File: config.mk
export PLATFORM = sky130hd
export DESIGN_NAME = sha_ctrl
export DESIGN_NICKNAME = d
export VERILOG_FILES = /design/src/hdl/slot_header_allocator_macros.svh /design/src/hdl/sha_pkg.sv /design/src/hdl/sha_ctrl.sv
export SDC_FILE = /design/constraint.sdc
export NUM_CORES = 1
export LEC_CHECK = 0
export BUFFER_PORTS_ARGS = -buffer_cell sky130_fd_sc_hd__buf_2
export CAP_MARGIN = 5
export CORE_AREA = 5 5 42 44
export CTS_BUF_LIST = sky130_fd_sc_hd__clkbuf_8
export CTS_CLUSTER_DIAMETER = 200
export CTS_CLUSTER_SIZE = 14
export DETAILED_ROUTE_END_ITERATION = 6
export DIE_AREA = 0 0 47 49
export SKIP_CTS_REPAIR_TIMING = 1
export SYNTH_ARGS = -nofsm -noshare
export SYNTH_HDL_FRONTEND = slang
export SYNTH_SLANG_ARGS = --single-unit
export TNS_END_PERCENT = 5
File: constraint.sdc
create_clock -name clock -period 1.3 [get_ports clock]
set_input_delay 0.065 -clock clock [delete_from_list [all_inputs] [get_ports clock]]
set_output_delay 0.065 -clock clock [all_outputs]
set_load 0.02 [all_outputs]
File: src/hdl/slot_header_allocator_macros.svh
// ---------------------------------------------------------------------------
// Slot header allocator assertion macros
// Shared assertion forms for the slot header allocator RTL.
// ---------------------------------------------------------------------------
`ifndef SLOT_HEADER_ALLOCATOR_MACROS_SVH
`define SLOT_HEADER_ALLOCATOR_MACROS_SVH

// Consequent must hold in the same cycle as the antecedent
`define SHA_ASSERT_SAME(lbl, clk, rst, ante, cons) \
   lbl: assert property (@(posedge clk) disable iff (rst) (ante) |-> (cons)) \
      else $error("sha: same-cycle check failed");

// Consequent must hold in the cycle after the antecedent
`define SHA_ASSERT_NEXT(lbl, clk, rst, ante, cons) \
   lbl: assert property (@(posedge clk) disable iff (rst) (ante) |=> (cons)) \
      else $error("sha: next-cycle check failed");

`endif

File: src/hdl/sha_pkg.sv
// ---------------------------------------------------------------------------
// Slot header allocator package
// Widths, operation and status codes, controller states and the
// command/status bundles between controller and datapath.
// ---------------------------------------------------------------------------
package sha_pkg;

   localparam int MAX_SLOTS_DEF   = 1024;
   localparam int JUMP_LENGTH_DEF = 8;

   localparam int CSR_W     = 11;
   localparam int FUNC_W    = 3;
   localparam int IDX_W     = 10;
   localparam int STATUS_W  = 3;
   localparam int HDR_W     = 8;
   localparam int HDR_CNT_W = 7;

   localparam logic [CSR_W-1:0] SLOT_COUNT_RST = 11'd1024;

   typedef enum logic [FUNC_W-1:0] {
      FUNC_FREE    = 3'd0,
      FUNC_MARK    = 3'd1,
      FUNC_CNT_UP  = 3'd2,
      FUNC_CNT_DN  = 3'd3,
      FUNC_RST_GRP = 3'd4,
      FUNC_TEST    = 3'd5,
      FUNC_FIND    = 3'd6,
      FUNC_NONE    = 3'd7
   } func_type;

   typedef enum logic [STATUS_W-1:0] {
      STS_OK      = 3'd0,
      STS_RANGE   = 3'd1,
      STS_FREE    = 3'd2,
      STS_USED    = 3'd3,
      STS_NO_FREE = 3'd4
   } status_type;

   typedef enum logic [3:0] {
      ST_CLEAR,
      ST_IDLE,
      ST_OP_WR,
      ST_HEAD_RD,
      ST_HEAD_CHK,
      ST_SLOT_RD,
      ST_SLOT_CHK,
      ST_HIT,
      ST_MISS
   } state_type;

   typedef struct packed {
      logic idle;
      logic clr_step;
      logic wr_op;
      logic rd_scan;
      logic grp_next;
      logic scan_next;
      logic ld_found;
      logic ld_nofree;
   } ctl_cmd_type;

   typedef struct packed {
      logic req_take;
      logic req_find;
      logic clr_last;
      logic grp_end;
      logic head_zero;
      logic hit;
      logic slot_end;
      logic rsp_busy;
   } dp_stat_type;

endpackage

File: src/hdl/sha_ctrl.sv
// ---------------------------------------------------------------------------
// Slot header allocator controller
// Sequences the clearing pass, header read-modify-write and the free scan.
// ---------------------------------------------------------------------------
module sha_ctrl (
   input  logic                 clock,
   input  logic                 reset,
   input  sha_pkg::dp_stat_type stat,
   output sha_pkg::ctl_cmd_type cmd
);

   sha_pkg::state_type state_ff;
   sha_pkg::state_type state_in;

   always_ff @(posedge clock) begin
      if (reset) begin
         state_ff <= sha_pkg::ST_CLEAR;
      end else begin
         state_ff <= state_in;
      end
   end

   always_comb begin
      state_in = state_ff;
      unique case (state_ff)
         sha_pkg::ST_CLEAR: begin
            if (stat.clr_last) state_in = sha_pkg::ST_IDLE;
         end
         sha_pkg::ST_IDLE: begin
            if (stat.req_take) begin
               state_in = stat.req_find ? sha_pkg::ST_HEAD_RD : sha_pkg::ST_OP_WR;
            end
         end
         sha_pkg::ST_OP_WR: begin
            if (!stat.rsp_busy) state_in = sha_pkg::ST_IDLE;
         end
         sha_pkg::ST_HEAD_RD: begin
            state_in = stat.grp_end ? sha_pkg::ST_MISS : sha_pkg::ST_HEAD_CHK;
         end
         sha_pkg::ST_HEAD_CHK: begin
            if (stat.head_zero || (!stat.hit && stat.slot_end)) begin
               state_in = sha_pkg::ST_HEAD_RD;
            end else if (stat.hit) begin
               state_in = sha_pkg::ST_HIT;
            end else begin
               state_in = sha_pkg::ST_SLOT_RD;
            end
         end
         sha_pkg::ST_SLOT_RD: begin
            state_in = sha_pkg::ST_SLOT_CHK;
         end
         sha_pkg::ST_SLOT_CHK: begin
            if (stat.hit) begin
               state_in = sha_pkg::ST_HIT;
            end else if (stat.slot_end) begin
               state_in = sha_pkg::ST_HEAD_RD;
            end else begin
               state_in = sha_pkg::ST_SLOT_RD;
            end
         end
         sha_pkg::ST_HIT,
         sha_pkg::ST_MISS: begin
            if (!stat.rsp_busy) state_in = sha_pkg::ST_IDLE;
         end
         default: state_in = sha_pkg::ST_CLEAR;
      endcase
   end

   always_comb begin
      cmd = '0;
      unique case (state_ff)
         sha_pkg::ST_CLEAR: cmd.clr_step = 1'b1;
         sha_pkg::ST_IDLE:  cmd.idle     = 1'b1;
         sha_pkg::ST_OP_WR: cmd.wr_op    = !stat.rsp_busy;
         sha_pkg::ST_HEAD_RD: begin
            cmd.rd_scan = !stat.grp_end;
         end
         sha_pkg::ST_HEAD_CHK: begin
            if (stat.head_zero || (!stat.hit && stat.slot_end)) begin
               cmd.grp_next = 1'b1;
            end else if (!stat.hit) begin
               cmd.scan_next = 1'b1;
            end
         end
         sha_pkg::ST_SLOT_RD: cmd.rd_scan = 1'b1;
         sha_pkg::ST_SLOT_CHK: begin
            if (!stat.hit) begin
               if (stat.slot_end) cmd.grp_next  = 1'b1;
               else               cmd.scan_next = 1'b1;
            end
         end
         sha_pkg::ST_HIT:  cmd.ld_found  = !stat.rsp_busy;
         sha_pkg::ST_MISS: cmd.ld_nofree = !stat.rsp_busy;
         default: cmd = '0;
      endcase
   end

endmodule

==> impl.org, run 1 <==
** Critical path
- Data on the critical path is required at its endpoint by 1.24 ns.
- The worst setup path is of the flip-flop to primary output kind.
- The largest individual stage delay along the critical path comes from the cell sky130_fd_sc_hd__dfxtp_4.
- Sort of element at the end of the critical path :: primary output
- The worst setup path is launched from a flip-flop.
- In this run the worst path has a maximum fanout of 5.
- Kind of cell adding the most delay to the critical path :: simple AND/OR/NAND/NOR gates
- For this run, the slowest stage of the critical path takes 0.34 ns.
- CP cell instances :: buf_6, or3b_1, o21ai_1, nand2_1, inv_1, buf_6
- CP Buf/Inv Count :: 3
- In this design, the critical path's most frequently occurring cell is sky130_fd_sc_hd__buf_6.
- Data arrives at the worst endpoint at 1.39 ns.

** Job
- Across the run, the number of max-cap violations was 0.

** STA
- Setup violations remaining at the end of the flow were counted as 5.
- For the finished layout, the period the worst path requires is 1.45 ns.
- Clock skew on the completed layout was measured at 0.00150 ns.
- Setup repair after global routing could not meet its margin everywhere.
- Worst Max-Slew Pin Slew :: 0.402 ns
- In the finished design, the share of the clock period the worst path needs comes to 112%.
- Based on the critical path, the design can be clocked at up to 689 MHz.
- In the post-route analysis, the smallest setup slack over all paths is -0.152 ns.
- Relative slew slack :: 73.1%
- Number of max-slew violations in the final report :: 0
- Final hold vios :: 0
- Hold timing on the final database bottoms out at a slack of 0.0691 ns.

** Synthesis
- In the synthesized netlist, the number of instances is 57.
- The number of nets in the synthesized netlist is 67.
- Multiplexer share of the synthesized area :: 2.56%
- Summing the areas of all xor and xnor instances in the mapped netlist gives 2.24% of the synthesized area.
- The synthesized design spends more area on one cell type than any other, namely sky130_fd_sc_hd__dfxtp_1.
- Most frequent cells after synthesis :: sky130_fd_sc_hd__inv_1 (6), sky130_fd_sc_hd__a21oi_1 (5), sky130_fd_sc_hd__nand2_1 (5), sky130_fd_sc_hd__nor2_1 (5), sky130_fd_sc_hd__nor2b_1 (5)
- Counting flops with an async set or reset pin after synthesis yields a share of 0%.
- The most common cell in the synthesized netlist is sky130_fd_sc_hd__inv_1.
- Summing the areas of all fa, ha and maj instances in the mapped netlist gives 0% of the synthesized area.
- Sequential elements use 20.4% of the synthesized area.
- The netlist uses 25 different library cells.
- Mapped cell area :: 392 um2
- In this run, synthesis inferred 0 flip-flops with an integrated enable.
- Top flip-flop cell by instance count after synthesis :: sky130_fd_sc_hd__dfxtp_1
- Count of state elements after synthesis :: 4
- Simple-gate area share of the yosys netlist :: 36.4%
- Warning count from the yosys run :: 0
- Leading cell types by total area after synthesis :: sky130_fd_sc_hd__dfxtp_1 (20%), sky130_fd_sc_hd__nor2b_1 (8.0%), sky130_fd_sc_hd__a21oi_1 (6.4%), sky130_fd_sc_hd__buf_4 (5.8%), sky130_fd_sc_hd__inv_1 (5.8%)
- Complex-gate fraction of the synthesized area :: 25.6%
- Area share of the largest cell type after synthesis :: 20.4%
- Combinational family with the most area after synthesis :: simple AND/OR/NAND/NOR gates
- Averaged over all synthesized cells, the footprint is 6.87 um2.

** Placed design
- At the end of routability-driven placement, the weighted congestion stood at 0.844.
- Half-perimeter wire length of the detailed placement result :: 884 um
- The count of buffers added on input and output ports is 17.
- Including well taps, the total number of placed cells is 97.

** Finish
- Counting flops per register, the top entry is state_ff.
- Number of flip-flops in the largest register :: 4
- The net count of the finished layout is 99.
- Layout cell share with drive strength beyond 1 :: 52.9%
- Final standard cell count with taps included and fillers excluded :: 103
- Largest registers ranked by flip-flop count :: state_ff x4
- Cells fill 47.9% of the core in the end.
- After filler insertion, the fill cell instance count of the layout stands at 157.
- Number of antenna diodes :: 0
- Synth-to-Final Area Change :: 71.6%

** Hold path
- In this run the worst hold path is classified as input port to flip-flop.

** Floorplan
- Area of the die :: 0.00230 mm2
- Effective utilization at floorplan :: 27.9%
- Overall die height :: 49 um
- Core area :: 0.00140 mm2
- Standard-cell rows :: 14
- Number of ports placed on the die boundary :: 18
- Chip Width :: 47 um

** Routing
- Drt pass-1 iters :: 4
- Routed length per instance :: 11.4 um
- Routed vias/inst :: 5.03
- After detailed routing, the number of remaining DRC violations is 0.
- Vias :: 518
- Summed over all layers, the routed wires come to 1180 um.
- In this run, the number of DRC markers left after iteration 0 of detailed routing was 5.
- In this run the remaining antenna-violating nets after routing total 0.

** Clock network
- Inserted Clock Buffers :: 3
- After clock tree synthesis, the clock-pin slew on the worst setup and hold paths is 0.03 ns.
- The clock reaches the later pin of the worst-skew pair after 0.22 ns.
- No sink is reached through more buffers than the 2 on the longest clock path.
- CTS built an H-tree with a depth of 1.
- CTS tree :: done
- Clock root buffer :: sky130_fd_sc_hd__clkbuf_8
- Counting every sink on the clock net gives 4.

** GRT
- The first global-routing pass estimated 1880 um of wire.
- Vias in the first global route :: 437
- Maximum number of pins on one net before global-route repair :: 10
- Gr usage total :: 10.8%
- Number of antenna violations at the first check in global routing :: 0
- GRT overflow :: 0

** Status
- Violations in the final reports :: setup timing
- Result of the run :: complete, but fails checks

** Power
- The analysis attributes to cell leakage a power of 0.000311 uW.
- Total power for the finished layout comes to 837 uW.
- Ratio of total power to cell area :: 1250 mW/mm2
- Maximum VDD drop :: 986 uV
-- logic make-up (layout without fill, tap and decap cells) --
| logic type | Yosys count | after routing |
|---|---|---|
| mux | 1 | 1 |
| flops | 4 | 4 |
| compound gates | 15 | 15 |
| buf+inv | 10 | 40 |
| xor+xnor | 1 | 1 |
| simple gates | 26 | 26 |
-- final timing paths --
check | endpoint | startpoint | slack [ns] | cells after the start
setup / recovery | cmd[4] | state_ff[2] | -0.15 | 6
setup reg to reg | state_ff[2] | state_ff[2] | 0.02 | 6
hold reg to reg | state_ff[3] | state_ff[2] | 0.64 | 3
hold / removal | state_ff[1] | reset | 0.07 | 2
-- metal layers --
layer	track usage [%]	wire (um)	vias up
li1	-	-	266
met1	14.5	537	233
met2	15.8	552	16
met3	2.21	63	3
met4	5.53	22	0
met5	0	0	-
-- power by group --
group	leakage (uW)	internal, uW	switching [uW]
clock	0.0000216	197	63.3
sequential	0.0000341	144	26.3
combinational	0.000256	205	201
-- layout by cell type, fill, tap and decap left out, drive strengths merged, types with 4 or more instances in the layout --
cell / n
buf: 31
inv: 6
a21oi: 6
nand2: 5
nor2b: 5
nor2: 5
o21ai: 4
nor3: 4
dfxtp: 4
-- through the flow --
| stage | setup WS [ns] | cell area, um2 | setup TNS, ns |
|---|---|---|---|
| global route | -0.242 | 672 | -0.895 |
| detailed placement | -0.0546 | 558 | -0.0546 |
| finish | -0.152 | 672 | -0.339 |
| floorplan | -0.114 | 398 | -0.194 |
| global placement | -0.00683 | 558 | -0.0123 |
| CTS | -0.260 | 599 | -0.675 |
-- area by class of cell --
class                   count  area, um2  area share, %
well taps                  16       20.0           2.98
inverters                   6       22.5           3.35
clock buffers               3       41.3           6.15
repair buffers             31        210           31.3
multi-input cells          43        292           43.4
flip-flops and latches      4       86.3           12.8
Note: power is estimated with default switching activity, not from simulation.
==> run 2, diff against run 1 <==
Clock period 1.3 ns to 1.6 ns, I/O delays scaled along.
==> run 2 against run 1 <==
The run now ends clean; final area shrank 20%; clock power shrank 19%; count of clock-buffer cells in the layout is the same; register-to-register slack gained 0.09 ns; wire length shrank 10%; first-iteration DRC count grew 20%; final cell count shrank 11%; critical endpoint is now state_ff[1]; largest power group unchanged.
==> impl.org, run 2 (synthesis results as in run 1) <==
** Finish
- The library cells used most frequently in the layout, excluding fill and tap cells, are sky130_fd_sc_hd__buf_2 (17), sky130_fd_sc_hd__inv_1 (6).
- The share of final-layout standard cells stronger than drive strength 1 is 34.2% (-19 points).
- The number of inserted diodes is 0 (unchanged).
- The final net count came to 88 (-11%).
- state_ff holds more flip-flops than any other register.
- Largest registers ranked by flip-flop count :: state_ff x4
- The flip-flop count of the largest register, all copies and words added is 4 (unchanged).
- Commonest non-fill, non-tap cell in the layout :: sky130_fd_sc_hd__buf_2
- Synth-to-Final Area Change :: 36.4%

** STA
- The setup skew after layout is 0.00222 ns (+0.000719 ns).
- The total count of hold-check failures in the final report is 0 (unchanged).
- The final setup violation count was 0 (-5).
- The total count of max-transition violations in the final report is 0 (unchanged).
- Worst Max-Slew Pin Slew :: 0.388 ns (-0.0141 ns)
- Timing would allow up to 669 MHz.
- The setup TNS after final layout was 0 ns (+0.339 ns).
- Relative slew slack :: 73.5% (+0.34 points)
- The worst path in the final design needs a cycle of 1.49 ns, including I/O delays and setup.
- The final critical path takes up 93.4% of the cycle.
- Setup repair after global routing missed its margin :: no

** Critical path
- Startpoint types :: flip-flop
- Kind of cell adding the most delay to the critical path :: flip-flops
- The top fanout value on the critical path is 10 (+5).
- Kind of critical path :: flip-flop to flip-flop
- The worst reg2reg path depth is 4 (-2).
- Sort of element at the end of the critical path :: flip-flop
- The depth of the critical timing path with buffers and inverters included is 4 (-2).
- The data required time at the worst endpoint was 1.75 ns (+0.51 ns).
- Data arrival time of the critical path :: 1.64 ns (+0.25 ns)
- The largest individual stage delay along the critical path comes from the cell sky130_fd_sc_hd__dfxtp_1.
- Maximum cell stage delay along the critical path :: 0.49 ns (+0.15 ns)
- CP Buf/Inv Count :: 1 (-2)
- CP cell instances :: inv_1, o32a_1, or3_1, a21oi_2

** Power
- The areal power density over the cells is 1130 mW/mm2 (-9.5%).
- The leakage power came to 0.000244 uW (-22%).
- The peak ir drop on the vdd network is 531 uV (-46%).
- Overall power after layout :: 603 uW (-28%)

** Routing
- The number of nets with antenna violations after detailed routing was 0 (unchanged).
- Remaining design rule violation count :: 0 (unchanged)
- The total number of vias is 467 (-9.8%).
- The detail-routed net length per standard cell was 11.4 um (+0.33%).
- The total iterations of the first detailed-routing run came to 4 (unchanged).
- The initial DRC count is 6 (+1).
- Overall routed net length :: 1050 um (-10%)
- Routed vias/inst :: 5.08 (+0.93%)

** Placed design
- Half-perimeter wire length of the detailed placement result :: 818 um (-7.4%)
- Final weighted congestion in routability-driven placement :: 0.804 (-4.8%)
- Port Buffers :: 17 (unchanged)

** Floorplan
- Core area :: 0.00140 mm2 (unchanged)
- The area of the die was 0.00230 mm2 (unchanged).
- Chip Width :: 47 um (unchanged)
- The vertical die dimension was 49 um (unchanged).
- The initial standard-cell utilization of the core was 27.9% (unchanged).
- The number of placement rows was 14 (unchanged).
- The top-level I/O count was 18 (unchanged).

** GRT
- Met2 capacity usage during global routing :: 14.7% (-1.1 points)
- Grt peak-use layer :: met2
- First-pass GRT wire length :: 1800 um (-4.4%)
- The number of antenna violations at the first check in global routing was 0 (unchanged).
- Maximum number of pins on one net before global-route repair :: 14 (+4)
- The sum of overflow across all layers after global routing was 0 (unchanged).
- Gr usage total :: 10.4% (-0.49 points)
- M1 GR Usage :: 13.4% (-1.1 points)
- Met3 Use GR :: 4.06% (+1.8 points)
- Vias in the first global route :: 419 (-4.1%)

** Clock network
- The root buffer cell chosen for the clock tree is sky130_fd_sc_hd__clkbuf_8.
- Clock insertion delay at the later pin of the skew report :: 0.22 ns (about the same)
- The number of CTS-inserted buffers is 3 (unchanged).
- Clock H-tree levels :: 1 (unchanged)
- TritonCTS built the clock tree.
- Max Buffers Root-to-Sink :: 2 (unchanged)
- # clock sinks :: 4 (unchanged)
- Clock transition time at the flip-flop clock pins of the worst setup and hold paths :: 0.03 ns (about the same)

** Status
- Result of the run :: completed

** Job
- Number of violations of the max-capacitance limit :: 0 (unchanged)

** Hold path
- WHS Path Cells :: 2 (unchanged)
- The tightest min-delay check is of the input port to flip-flop type.
-- run 2: changes by cell type in the layout (fill, tap and decap cells not counted), moves of 2 or more --
cell	before	now
sky130_fd_sc_hd__o21ai_0	1	3
sky130_fd_sc_hd__o21ai_1	3	1
sky130_fd_sc_hd__buf_6	2	0
sky130_fd_sc_hd__buf_4	17	3
sky130_fd_sc_hd__nor2_2	2	0
sky130_fd_sc_hd__nor2_1	3	5
sky130_fd_sc_hd__dfxtp_1	1	3
sky130_fd_sc_hd__buf_2	12	17
-- run 2: worst register-to-register path: cells and delay by family, from the launching register on --
kind | cells | cell delay, ns
compound gates | 2 | 0.49
buf+inv | 1 | 0.13
flops | 1 | 0.49
simple gates | 1 | 0.32
-- run 2: final cells by class --
class | count | area, um2
Sequential cell | 4 | 81.3
Multi-Input combinational cell | 43 | 262
Fill cell | 165 | 867
Tap cell | 16 | 20.0
Clock buffer | 3 | 41.3
Inverter | 6 | 22.5
Timing Repair Buffer | 20 | 108
-- run 2: path summary, 6_finish.rpt --
kind / from / endpoint / slack [ns]
max: state_ff[2] / state_ff[1] / 0.11
min reg2reg: state_ff[2] / state_ff[3] / 0.63
min: reset / state_ff[1] / 0.08
max reg2reg: state_ff[2] / state_ff[1] / 0.11
-- run 2: per-stage QoR --
step,instance area (um2),instances,hold slack (ns),setup slack [ns],util [%]
5_1_grt,534,92,0.0776,0.0159,38.1
3_5_place_dp,492,89,0.308,0.0571,35.1
2_1_floorplan,392,57,0.142,0.158,-
4_1_cts,533,92,0.0872,0.000130,38.0
6_report,534,92,0.0755,0.106,38.1
3_3_place_gp,492,89,0.309,0.109,35.1
-- run 2: where the power goes --
part	internal [uW]	total [uW]	leakage [uW]	switching, uW
combinational	109	238	0.000189	129
sequential	116	154	0.0000331	37.2
clock	160	211	0.0000216	50.4
-- run 2: routing by layer --
| metal | up-vias | wire (um) |
|---|---|---|
| li1 | 243 | - |
| met1 | 204 | 463 |
| met2 | 20 | 472 |
| met3 | 0 | 117 |
| met4 | 0 | 0 |
| met5 | - | 0 |
